**config.mk**
```make
export PLATFORM = sky130hd
export DESIGN_NAME = crc_checked_packet_deframer
export DESIGN_NICKNAME = d
export VERILOG_FILES = /design/src/design/crcd_pkg.sv /design/src/design/crc_checked_packet_deframer.sv /design/src/design/crcd_payload_ram.sv /design/src/design/crcd_parser.sv /design/src/design/crcd_emitter.sv
export SDC_FILE = /design/constraint.sdc
export NUM_CORES = 1
export LEC_CHECK = 0
export ABC_AREA = 1
export BUFFER_PORTS_ARGS = -buffer_cell sky130_fd_sc_hd__buf_2
export CAP_MARGIN = 10
export CORE_MARGIN = 2
export CORE_UTILIZATION = 45
export CTS_CLUSTER_DIAMETER = 120
export DETAILED_ROUTE_END_ITERATION = 6
export GPL_ROUTABILITY_DRIVEN = 0
export PLACE_DENSITY_LB_ADDON = 0.1
export SLEW_MARGIN = 20
export SYNTH_ARGS = -nofsm -noshare
export SYNTH_HDL_FRONTEND = slang
export SYNTH_SLANG_ARGS = --single-unit
export TNS_END_PERCENT = 1
```
**constraint.sdc**
```tcl
create_clock -name aclk -period 6.1 [get_ports aclk]
set_input_delay 0.61 -clock aclk [delete_from_list [all_inputs] [get_ports aclk]]
set_output_delay 0.61 -clock aclk [all_outputs]
set_load 0.01 [all_outputs]
```
**src/design/crcd_pkg.sv**
```systemverilog
// ----------------------------------------------------------------------------
// crcd_pkg
// Shared types, widths and the CRC-16/MODBUS byte update for the deframer.
// ----------------------------------------------------------------------------
package crcd_pkg;

    localparam int BYTE_W  = 8;
    localparam int LEN_W   = 6;
    localparam int IDX_W   = 5;
    localparam int CRC_W   = 16;
    localparam int CFG_IDX_W = 4;

    localparam logic [CRC_W-1:0] CRC_INIT = 16'hFFFF;
    localparam logic [CRC_W-1:0] CRC_POLY = 16'hA001;

    localparam logic [BYTE_W-1:0] FIRST_SOF_RESET  = 8'hAA;
    localparam logic [BYTE_W-1:0] SECOND_SOF_RESET = 8'h55;

    // Configuration register indexes
    localparam logic [CFG_IDX_W-1:0] CFG_FIRST_SOF  = 4'd0;
    localparam logic [CFG_IDX_W-1:0] CFG_SECOND_SOF = 4'd1;

    // Result tdata: id, command, length, payload, index, padded to bytes
    localparam int OUT_FIELDS_W = 2 * BYTE_W + LEN_W + BYTE_W + IDX_W;
    localparam int OUT_TDATA_W  = ((OUT_FIELDS_W + 7) / 8) * 8;

    // Handoff of a good frame from the parser to the emitter
    typedef struct packed {
        logic              start;
        logic [BYTE_W-1:0] id;
        logic [BYTE_W-1:0] command;
        logic [LEN_W-1:0]  length;
    } job_t;

    // Reflected CRC-16 update with one byte, LSB first
    function automatic logic [CRC_W-1:0] crc_feed(input logic [CRC_W-1:0] crc_in,
                                                  input logic [BYTE_W-1:0] b);
        logic [CRC_W-1:0] c;
        c = crc_in ^ {8'h00, b};
        for (int k = 0; k < 8; k++) begin
            if (c[0]) begin
                c = (c >> 1) ^ CRC_POLY;
            end else begin
                c = c >> 1;
            end
        end
        return c;
    endfunction

endpackage

```
**src/design/crc_checked_packet_deframer.sv**
```systemverilog
// ----------------------------------------------------------------------------
// crc_checked_packet_deframer
// Start-byte framed packet receiver with CRC-16/MODBUS check.
// ----------------------------------------------------------------------------
// Bytes are taken one per cycle while a frame is being received. A frame is
// two start bytes, id, command, length, payload and a little-endian CRC over
// id through payload. Payload bytes go into a buffer memory as they arrive;
// on a good frame's last CRC byte the input stalls (s_tready low) while the
// emitter reads the buffer back. Each result takes a buffer read and a load
// of the output register, and is then offered on m_tvalid until m_tready
// takes it; a zero-length frame gives a single result with no buffer read.
// Oversized or bad-CRC frames give no result and never stall the input. The
// start bytes are written through the cfg port, which is always ready.
// ----------------------------------------------------------------------------
module crc_checked_packet_deframer #(
    parameter int MAX_PAYLOAD = 32
) (
    input  logic                             aclk,
    input  logic                             aresetn,
    // configuration writes
    input  logic                             cfg_valid,
    output logic                             cfg_ready,
    input  logic [crcd_pkg::CFG_IDX_W-1:0]   cfg_index,
    input  logic [crcd_pkg::BYTE_W-1:0]      cfg_data,
    // received bytes
    input  logic                             s_tvalid,
    output logic                             s_tready,
    input  logic [crcd_pkg::BYTE_W-1:0]      s_tdata,   // [7:0] rx_byte
    // results
    output logic                             m_tvalid,
    input  logic                             m_tready,
    // [7:0] packet_id, [15:8] packet_command, [21:16] packet_length,
    // [29:22] payload_byte, [34:30] byte_index, upper bits zero
    output logic [crcd_pkg::OUT_TDATA_W-1:0] m_tdata,
    output logic                             m_tlast    // last_of_packet
);

    localparam int AW = (MAX_PAYLOAD > 1) ? $clog2(MAX_PAYLOAD) : 1;
    localparam int PAD_W = crcd_pkg::OUT_TDATA_W - crcd_pkg::OUT_FIELDS_W;

    logic [crcd_pkg::BYTE_W-1:0] first_sof_reg, second_sof_reg;
    logic                        in_accept;
    logic                        busy;
    logic                        wr_en, rd_en;
    logic [AW-1:0]               wr_addr, rd_addr;
    logic [crcd_pkg::BYTE_W-1:0] wr_data, rd_data;
    crcd_pkg::job_t              job;
    logic [crcd_pkg::BYTE_W-1:0] out_id, out_command, out_payload;
    logic [crcd_pkg::LEN_W-1:0]  out_length;
    logic [crcd_pkg::IDX_W-1:0]  out_index;

    assign cfg_ready = 1'b1;

    always_ff @(posedge aclk) begin
        if (!aresetn) begin
            first_sof_reg  <= crcd_pkg::FIRST_SOF_RESET;
            second_sof_reg <= crcd_pkg::SECOND_SOF_RESET;
        end else if (cfg_valid) begin
            unique case (cfg_index)
                crcd_pkg::CFG_FIRST_SOF:  first_sof_reg  <= cfg_data;
                crcd_pkg::CFG_SECOND_SOF: second_sof_reg <= cfg_data;
                default: ;  // drop writes to unknown registers
            endcase
        end
    end

    assign s_tready  = !busy;
    assign in_accept = s_tvalid && s_tready;

    crcd_parser #(
        .MAX_PAYLOAD (MAX_PAYLOAD),
        .AW          (AW)
    ) u_parser (
        .aclk       (aclk),
        .aresetn    (aresetn),
        .in_accept  (in_accept),
        .in_byte    (s_tdata),
        .first_sof  (first_sof_reg),
        .second_sof (second_sof_reg),
        .wr_en      (wr_en),
        .wr_addr    (wr_addr),
        .wr_data    (wr_data),
        .job        (job)
    );

    crcd_payload_ram #(
        .DEPTH (MAX_PAYLOAD),
        .AW    (AW)
    ) u_ram (
        .aclk    (aclk),
        .wr_en   (wr_en),
        .wr_addr (wr_addr),
        .wr_data (wr_data),
        .rd_en   (rd_en),
        .rd_addr (rd_addr),
        .rd_data (rd_data)
    );

    crcd_emitter #(
        .AW (AW)
    ) u_emitter (
        .aclk        (aclk),
        .aresetn     (aresetn),
        .job         (job),
        .busy        (busy),
        .rd_en       (rd_en),
        .rd_addr     (rd_addr),
        .rd_data     (rd_data),
        .out_valid   (m_tvalid),
        .out_ready   (m_tready),
        .out_id      (out_id),
        .out_command (out_command),
        .out_length  (out_length),
        .out_payload (out_payload),
        .out_index   (out_index),
        .out_last    (m_tlast)
    );

    assign m_tdata = {{PAD_W{1'b0}}, out_index, out_payload, out_length,
                      out_command, out_id};

endmodule

```
**src/design/crcd_payload_ram.sv**
```systemverilog
// ----------------------------------------------------------------------------
// crcd_payload_ram
// Payload buffer: one write port, one read port with registered read data.
// ----------------------------------------------------------------------------
module crcd_payload_ram #(
    parameter int DEPTH = 32,
    parameter int AW    = 5
) (
    input  logic                        aclk,
    input  logic                        wr_en,
    input  logic [AW-1:0]               wr_addr,
    input  logic [crcd_pkg::BYTE_W-1:0] wr_data,
    input  logic                        rd_en,
    input  logic [AW-1:0]               rd_addr,
    output logic [crcd_pkg::BYTE_W-1:0] rd_data
);

    logic [crcd_pkg::BYTE_W-1:0] mem [DEPTH];
    logic [crcd_pkg::BYTE_W-1:0] rd_data_reg;

    always_ff @(posedge aclk) begin
        if (wr_en) begin
            mem[wr_addr] <= wr_data;
        end
    end

    always_ff @(posedge aclk) begin
        if (rd_en) begin
            rd_data_reg <= mem[rd_addr];
        end
    end

    assign rd_data = rd_data_reg;

endmodule

```
**src/design/crcd_parser.sv**
```systemverilog
// ----------------------------------------------------------------------------
// crcd_parser
// Start-byte hunt, header capture, payload write and running CRC check.
// ----------------------------------------------------------------------------
module crcd_parser #(
    parameter int MAX_PAYLOAD = 32,
    parameter int AW          = 5
) (
    input  logic                        aclk,
    input  logic                        aresetn,
    input  logic                        in_accept,
    input  logic [crcd_pkg::BYTE_W-1:0] in_byte,
    input  logic [crcd_pkg::BYTE_W-1:0] first_sof,
    input  logic [crcd_pkg::BYTE_W-1:0] second_sof,
    output logic                        wr_en,
    output logic [AW-1:0]               wr_addr,
    output logic [crcd_pkg::BYTE_W-1:0] wr_data,
    output crcd_pkg::job_t              job
);

    localparam logic [2:0] PH_SOF1  = 3'd0;
    localparam logic [2:0] PH_SOF2  = 3'd1;
    localparam logic [2:0] PH_ID    = 3'd2;
    localparam logic [2:0] PH_CMD   = 3'd3;
    localparam logic [2:0] PH_LEN   = 3'd4;
    localparam logic [2:0] PH_DATA  = 3'd5;
    localparam logic [2:0] PH_CRCLO = 3'd6;
    localparam logic [2:0] PH_CRCHI = 3'd7;

    logic [2:0]                        phase_reg, phase_next;
    logic [crcd_pkg::BYTE_W-1:0]       id_reg, id_next;
    logic [crcd_pkg::BYTE_W-1:0]       cmd_reg, cmd_next;
    logic [crcd_pkg::LEN_W-1:0]        len_reg, len_next;
    logic [crcd_pkg::LEN_W-1:0]        count_reg, count_next;
    logic [crcd_pkg::CRC_W-1:0]        crc_reg, crc_next;
    logic [crcd_pkg::BYTE_W-1:0]       crc_lo_reg, crc_lo_next;
    logic [crcd_pkg::CRC_W-1:0]        crc_fed;
    logic [crcd_pkg::LEN_W-1:0]        count_inc;
    logic                              crc_good;

    assign crc_fed   = crcd_pkg::crc_feed(crc_reg, in_byte);
    assign count_inc = count_reg + 1'b1;
    assign crc_good  = ({in_byte, crc_lo_reg} == crc_reg);

    always_comb begin
        phase_next  = phase_reg;
        id_next     = id_reg;
        cmd_next    = cmd_reg;
        len_next    = len_reg;
        count_next  = count_reg;
        crc_next    = crc_reg;
        crc_lo_next = crc_lo_reg;
        wr_en       = 1'b0;
        job.start   = 1'b0;
        job.id      = id_reg;
        job.command = cmd_reg;
        job.length  = len_reg;
        if (in_accept) begin
            unique case (phase_reg)
                PH_SOF1: begin
                    if (in_byte == first_sof) begin
                        phase_next = PH_SOF2;
                    end
                end
                PH_SOF2: begin
                    // second start byte wins when both start bytes are equal
                    if (in_byte == second_sof) begin
                        phase_next = PH_ID;
                        crc_next   = crcd_pkg::CRC_INIT;
                    end else if (in_byte != first_sof) begin
                        phase_next = PH_SOF1;
                    end
                end
                PH_ID: begin
                    id_next    = in_byte;
                    crc_next   = crc_fed;
                    phase_next = PH_CMD;
                end
                PH_CMD: begin
                    cmd_next   = in_byte;
                    crc_next   = crc_fed;
                    phase_next = PH_LEN;
                end
                PH_LEN: begin
                    crc_next = crc_fed;
                    if (in_byte > crcd_pkg::BYTE_W'(MAX_PAYLOAD)) begin
                        phase_next = PH_SOF1;
                    end else begin
                        len_next   = in_byte[crcd_pkg::LEN_W-1:0];
                        count_next = '0;
                        phase_next = (in_byte == '0) ? PH_CRCLO : PH_DATA;
                    end
                end
                PH_DATA: begin
                    wr_en      = 1'b1;
                    crc_next   = crc_fed;
                    count_next = count_inc;
                    if (count_inc >= len_reg) begin
                        phase_next = PH_CRCLO;
                    end
                end
                PH_CRCLO: begin
                    crc_lo_next = in_byte;
                    phase_next  = PH_CRCHI;
                end
                PH_CRCHI: begin
                    phase_next = PH_SOF1;
                    job.start  = crc_good;
                end
                default: begin
                    phase_next = PH_SOF1;
                end
            endcase
        end
    end

    assign wr_addr     = count_reg[AW-1:0];
    assign wr_data     = in_byte;

    always_ff @(posedge aclk) begin
        if (!aresetn) begin
            phase_reg  <= PH_SOF1;
            id_reg     <= '0;
            cmd_reg    <= '0;
            len_reg    <= '0;
            count_reg  <= '0;
            crc_reg    <= crcd_pkg::CRC_INIT;
            crc_lo_reg <= '0;
        end else begin
            phase_reg  <= phase_next;
            id_reg     <= id_next;
            cmd_reg    <= cmd_next;
            len_reg    <= len_next;
            count_reg  <= count_next;
            crc_reg    <= crc_next;
            crc_lo_reg <= crc_lo_next;
        end
    end

endmodule

```
**src/design/crcd_emitter.sv**
```systemverilog
// ----------------------------------------------------------------------------
// crcd_emitter
// Reads a good frame's payload back from the buffer, one result per byte, or a single result for an empty payload.
// ----------------------------------------------------------------------------
module crcd_emitter #(
    parameter int AW = 5
) (
    input  logic                        aclk,
    input  logic                        aresetn,
    input  crcd_pkg::job_t              job,
    output logic                        busy,
    output logic                        rd_en,
    output logic [AW-1:0]               rd_addr,
    input  logic [crcd_pkg::BYTE_W-1:0] rd_data,
    output logic                        out_valid,
    input  logic                        out_ready,
    output logic [crcd_pkg::BYTE_W-1:0] out_id,
    output logic [crcd_pkg::BYTE_W-1:0] out_command,
    output logic [crcd_pkg::LEN_W-1:0]  out_length,
    output logic [crcd_pkg::BYTE_W-1:0] out_payload,
    output logic [crcd_pkg::IDX_W-1:0]  out_index,
    output logic                        out_last
);

    localparam logic [1:0] ST_IDLE = 2'd0;
    localparam logic [1:0] ST_READ = 2'd1;
    localparam logic [1:0] ST_LOAD = 2'd2;
    localparam logic [1:0] ST_OUT  = 2'd3;

    logic [1:0]                  state_reg, state_next;
    logic [crcd_pkg::LEN_W-1:0]  idx_reg, idx_next;
    logic [crcd_pkg::BYTE_W-1:0] id_reg, id_next;
    logic [crcd_pkg::BYTE_W-1:0] cmd_reg, cmd_next;
    logic [crcd_pkg::LEN_W-1:0]  len_reg, len_next;
    logic [crcd_pkg::BYTE_W-1:0] data_reg, data_next;
    logic [crcd_pkg::IDX_W-1:0]  oidx_reg, oidx_next;
    logic                        last_reg, last_next;
    logic [crcd_pkg::LEN_W-1:0]  idx_inc;

    assign idx_inc = idx_reg + 1'b1;

    always_comb begin
        state_next = state_reg;
        idx_next   = idx_reg;
        id_next    = id_reg;
        cmd_next   = cmd_reg;
        len_next   = len_reg;
        data_next  = data_reg;
        oidx_next  = oidx_reg;
        last_next  = last_reg;
        unique case (state_reg)
            ST_IDLE: begin
                if (job.start) begin
                    id_next  = job.id;
                    cmd_next = job.command;
                    len_next = job.length;
                    idx_next = '0;
                    if (job.length == '0) begin
                        data_next  = '0;
                        oidx_next  = '0;
                        last_next  = 1'b1;
                        state_next = ST_OUT;
                    end else begin
                        state_next = ST_READ;
                    end
                end
            end
            ST_READ: begin
                state_next = ST_LOAD;
            end
            ST_LOAD: begin
                data_next  = rd_data;
                oidx_next  = idx_reg[crcd_pkg::IDX_W-1:0];
                last_next  = (idx_inc == len_reg);
                state_next = ST_OUT;
            end
            ST_OUT: begin
                if (out_ready) begin
                    if (last_reg) begin
                        state_next = ST_IDLE;
                    end else begin
                        idx_next   = idx_inc;
                        state_next = ST_READ;
                    end
                end
            end
            default: begin
                state_next = ST_IDLE;
            end
        endcase
    end

    always_ff @(posedge aclk) begin
        if (!aresetn) begin
            state_reg <= ST_IDLE;
            idx_reg   <= '0;
        end else begin
            state_reg <= state_next;
            idx_reg   <= idx_next;
        end
    end

    always_ff @(posedge aclk) begin
        id_reg   <= id_next;
        cmd_reg  <= cmd_next;
        len_reg  <= len_next;
        data_reg <= data_next;
        oidx_reg <= oidx_next;
        last_reg <= last_next;
    end

    assign busy        = (state_reg != ST_IDLE);
    assign rd_en       = (state_reg == ST_READ);
    assign rd_addr     = idx_reg[AW-1:0];
    assign out_valid   = (state_reg == ST_OUT);
    assign out_id      = id_reg;
    assign out_command = cmd_reg;
    assign out_length  = len_reg;
    assign out_payload = data_reg;
    assign out_index   = oidx_reg;
    assign out_last    = last_reg;

endmodule
```
==> impl_metrics.py <==
metrics = {
    "grt": {
        "antenna_found_initial": 1,
        "grt_max_degree": 84,
        "gr-total-overflow": 0,
        "first_global_vias": 10600,
        "grt.total_usage_pct": 23.2,
        "grt_pass1_wl_mm": 63.9,
    },
    "final_layout": {
        "n_antenna_cell": 0,
        "fin_nets": 1537,
        "fin_util_pct": 51.4,
        "area_growth_pct": 12.2,
        "largest_register_ff_count": 256,
        "fill_cells": 3107,
        "drive_above_1_share_pct": 10.6,
    },
    "logic_synthesis": {
        "synth_top_family_by_area": "compound AO/OA/AOI/OAI gates",
        "synth_top_area_cell": "edfxtp_1",
        "synth-main-ff-cell": "edfxtp_1",
        "async_reset_ff_share_pct": 0,
        "synth_cell_type_count": 38,
        "synth-seq-cells": 379,
        "synth_compound_area_share_pct": 13.2,
        "synth.avg_cell_area_um2": 10.9,
        "yosysMostFrequentCell": "edfxtp_1",
        "synth.top_cell.area_share_pct": 56.6,
        "synth.area.mux_share_pct": 0,
        "ys_warn_count": 0,
        "synthTopCellsByCount": "300 x edfxtp_1, 222 x nor2_1, 200 x o21ai_0",
        "yosys-top-cells-area": "edfxtp_1 57%, dfxtp_1 9.9%, o21ai_0 6.3%",
        "synth-xor-area-share_pct": 1.93,
        "synth-simple-area-share_pct": 12.8,
        "syn_inst": 1455,
        "ys_seq_area_share_pct": 66.5,
        "synthAdderAreaFrac_pct": 1.18,
        "synth_edf_count": 300,
        "syn_area_um2": 15900,
    },
    "detailed_routing": {
        "routed-via-count": 11100,
        "drc": 0,
        "drt_iter0_markers": 984,
        "postRouteAntennaNets": 0,
        "viasPerCell": 5.62,
        "firstDrtPassIters": 5,
        "routed_wl_mm": 42.4,
        "wire_per_inst_um": 21.4,
    },
    "sta": {
        "finalCritPeriodShare_pct": 54.3,
        "maxSlewHeadroom_pct": 22.3,
        "fmax_mhz": 302,
        "final-setup-viol-count": 0,
        "finalHoldViolations": 0,
        "rsz0062_at_grt": "false",
        "period_minus_slack_ns": 3.32,
        "worstMarginPinSlew_ns": 1.16,
        "finalMaxSlewViolations": 0,
        "fin_skew_ns": 0.0108,
        "tns_ns": 0,
    },
    "clock_tree": {
        "clk_pin_slew_ns": 0.07,
        "cts_num_sinks": 379,
        "clockBufferDepth": 3,
        "holdBufCountCts": 0,
        "tritoncts": "done",
        "ctsResizeCount": 0,
        "cts_setup_buffers": 0,
        "clock_latency_ns": 0.53,
        "cts.root.buffer_cell": "clkbuf_16",
        "h-tree-depth": 2,
        "numCtsBuffers": 40,
    },
    "critical_path": {
        "worstPathCellList": "clkinv_2 > buf_12 > o21ai_0 > o22ai_1 > o21ai_0 > a32oi_1",
        "cp_max_fo": 83,
        "path_class": "reg -> reg",
        "slowest_stage": "dfxtp_4",
        "crit_top_cell": "o21ai_0",
        "end_kind": "flop",
        "worstPathRequired_ns": 6.33,
        "worstSetupStartpointType": "flop",
        "cpPeakStageDelay_ns": 0.79,
        "crit_arrival_ns": 3.54,
    },
    "floorplanning": {
        "design.core.area_um2": 34700,
        "dieArea_um2": 36900,
        "initial_utilization_pct": 45.9,
        "pin_count": 69,
        "die_w_um": 192,
        "row_count": 68,
        "dieHeight_um": 192,
    },
    "place": {
        "io_buffers": 62,
        "hpwl_mm": 26.2,
    },
    "power_and_ir_drop": {
        "p_leak_nw": 6.46,
        "power_density_nw_per_um2": 394,
        "peakVddDrop_mv": 0.262,
        "fin_total_pwr_w": 0.00703,
    },
    "run": {
        "maxCapViolCount": 0,
    },
    "min_path": {
        "hold_class": "in -> reg",
    },
    "status": {
        "status": "finished clean",
    },
}
[worst paths after layout]
kind	slack (ns)	from	cells after the start	endpoint
min	0.29	cfg_data[0]	3	second_sof_reg[0]
min reg2reg	0.43	u_parser.id_reg[3]	0	u_emitter.out_id[3]
max reg2reg	2.78	u_emitter.idx_reg[0]	6	u_ram.rd_data[0]
max	2.78	u_emitter.idx_reg[0]	6	u_ram.rd_data[0]
[power breakdown]
part / total [W] / internal (W) / switching [W]
clock network: 0.00234 / 0.00136 / 0.000981
logic: 0.00164 / 0.000486 / 0.00116
registers: 0.00304 / 0.00291 / 0.000133
[cells in the final DEF (no fill, tap or decap), drive strengths merged, types with 15 or more instances in the layout]
cell | netlist | final
edfxtp | 300 | 300
nor2 | 223 | 223
o21ai | 202 | 202
nand2 | 184 | 184
inv | 81 | 81
dfxtp | 79 | 79
buf | 24 | 79
a21oi | 57 | 57
nand3 | 50 | 50
clkbuf | 59 | 50
o221ai | 44 | 44
xor2 | 21 | 21
o22ai | 20 | 20
clkinv | 4 | 19
ha | 15 | 15
nand4 | 15 | 15
[kinds of logic after synthesis]
family / count (synthesis)
other: 2
buffers and inverters: 168
DFF: 379
xor gates and xnor gates: 35
and+or+nand+nor: 495
AOI/OAI and AO/OA: 361
adders and majority gates: 15
[layer usage]
layer / track usage, % / up-vias / wire length, µm
met1: 33.4 / 5467 / 19600
met3: 3.73 / 65 / 2350
met4: 6.90 / 2 / 1130
met2: 36.4 / 323 / 19300
met5: 0 / - / 16
li1: - / 5271 / -
[through the flow]
step                instance area (µm²)  setup slack [ns]  instances  hold WS [ns]
floorplan                         15900              2.18       1459         0.403
global placement                  16600              2.48       1910         0.409
detailed placement                16600              2.77       1910         0.411
CTS                               17900              2.85       1981         0.281
global route                      17900              2.48       1981         0.305
finish                            17900              2.78       1981         0.289
[final cells by class]
type                       count  area [µm²]  share of cell area [%]
inverter                      85         320                    1.79
timing repair buffer          79         450                    2.52
sequential                   379       10600                    59.3
tap                          455         569                    3.19
clock inverter                21         185                    1.04
clock buffer                  50        1060                    5.94
multi-input combinational    912        4670                    26.2
[critical path, delay by kind of cell, from the launching register on]
kind,cells,cell delay [ns]
compound gates,4,0.92
flops,1,0.79
buf+inv,2,1.17
No activity file was read; power rests on OpenSTA's default activity.
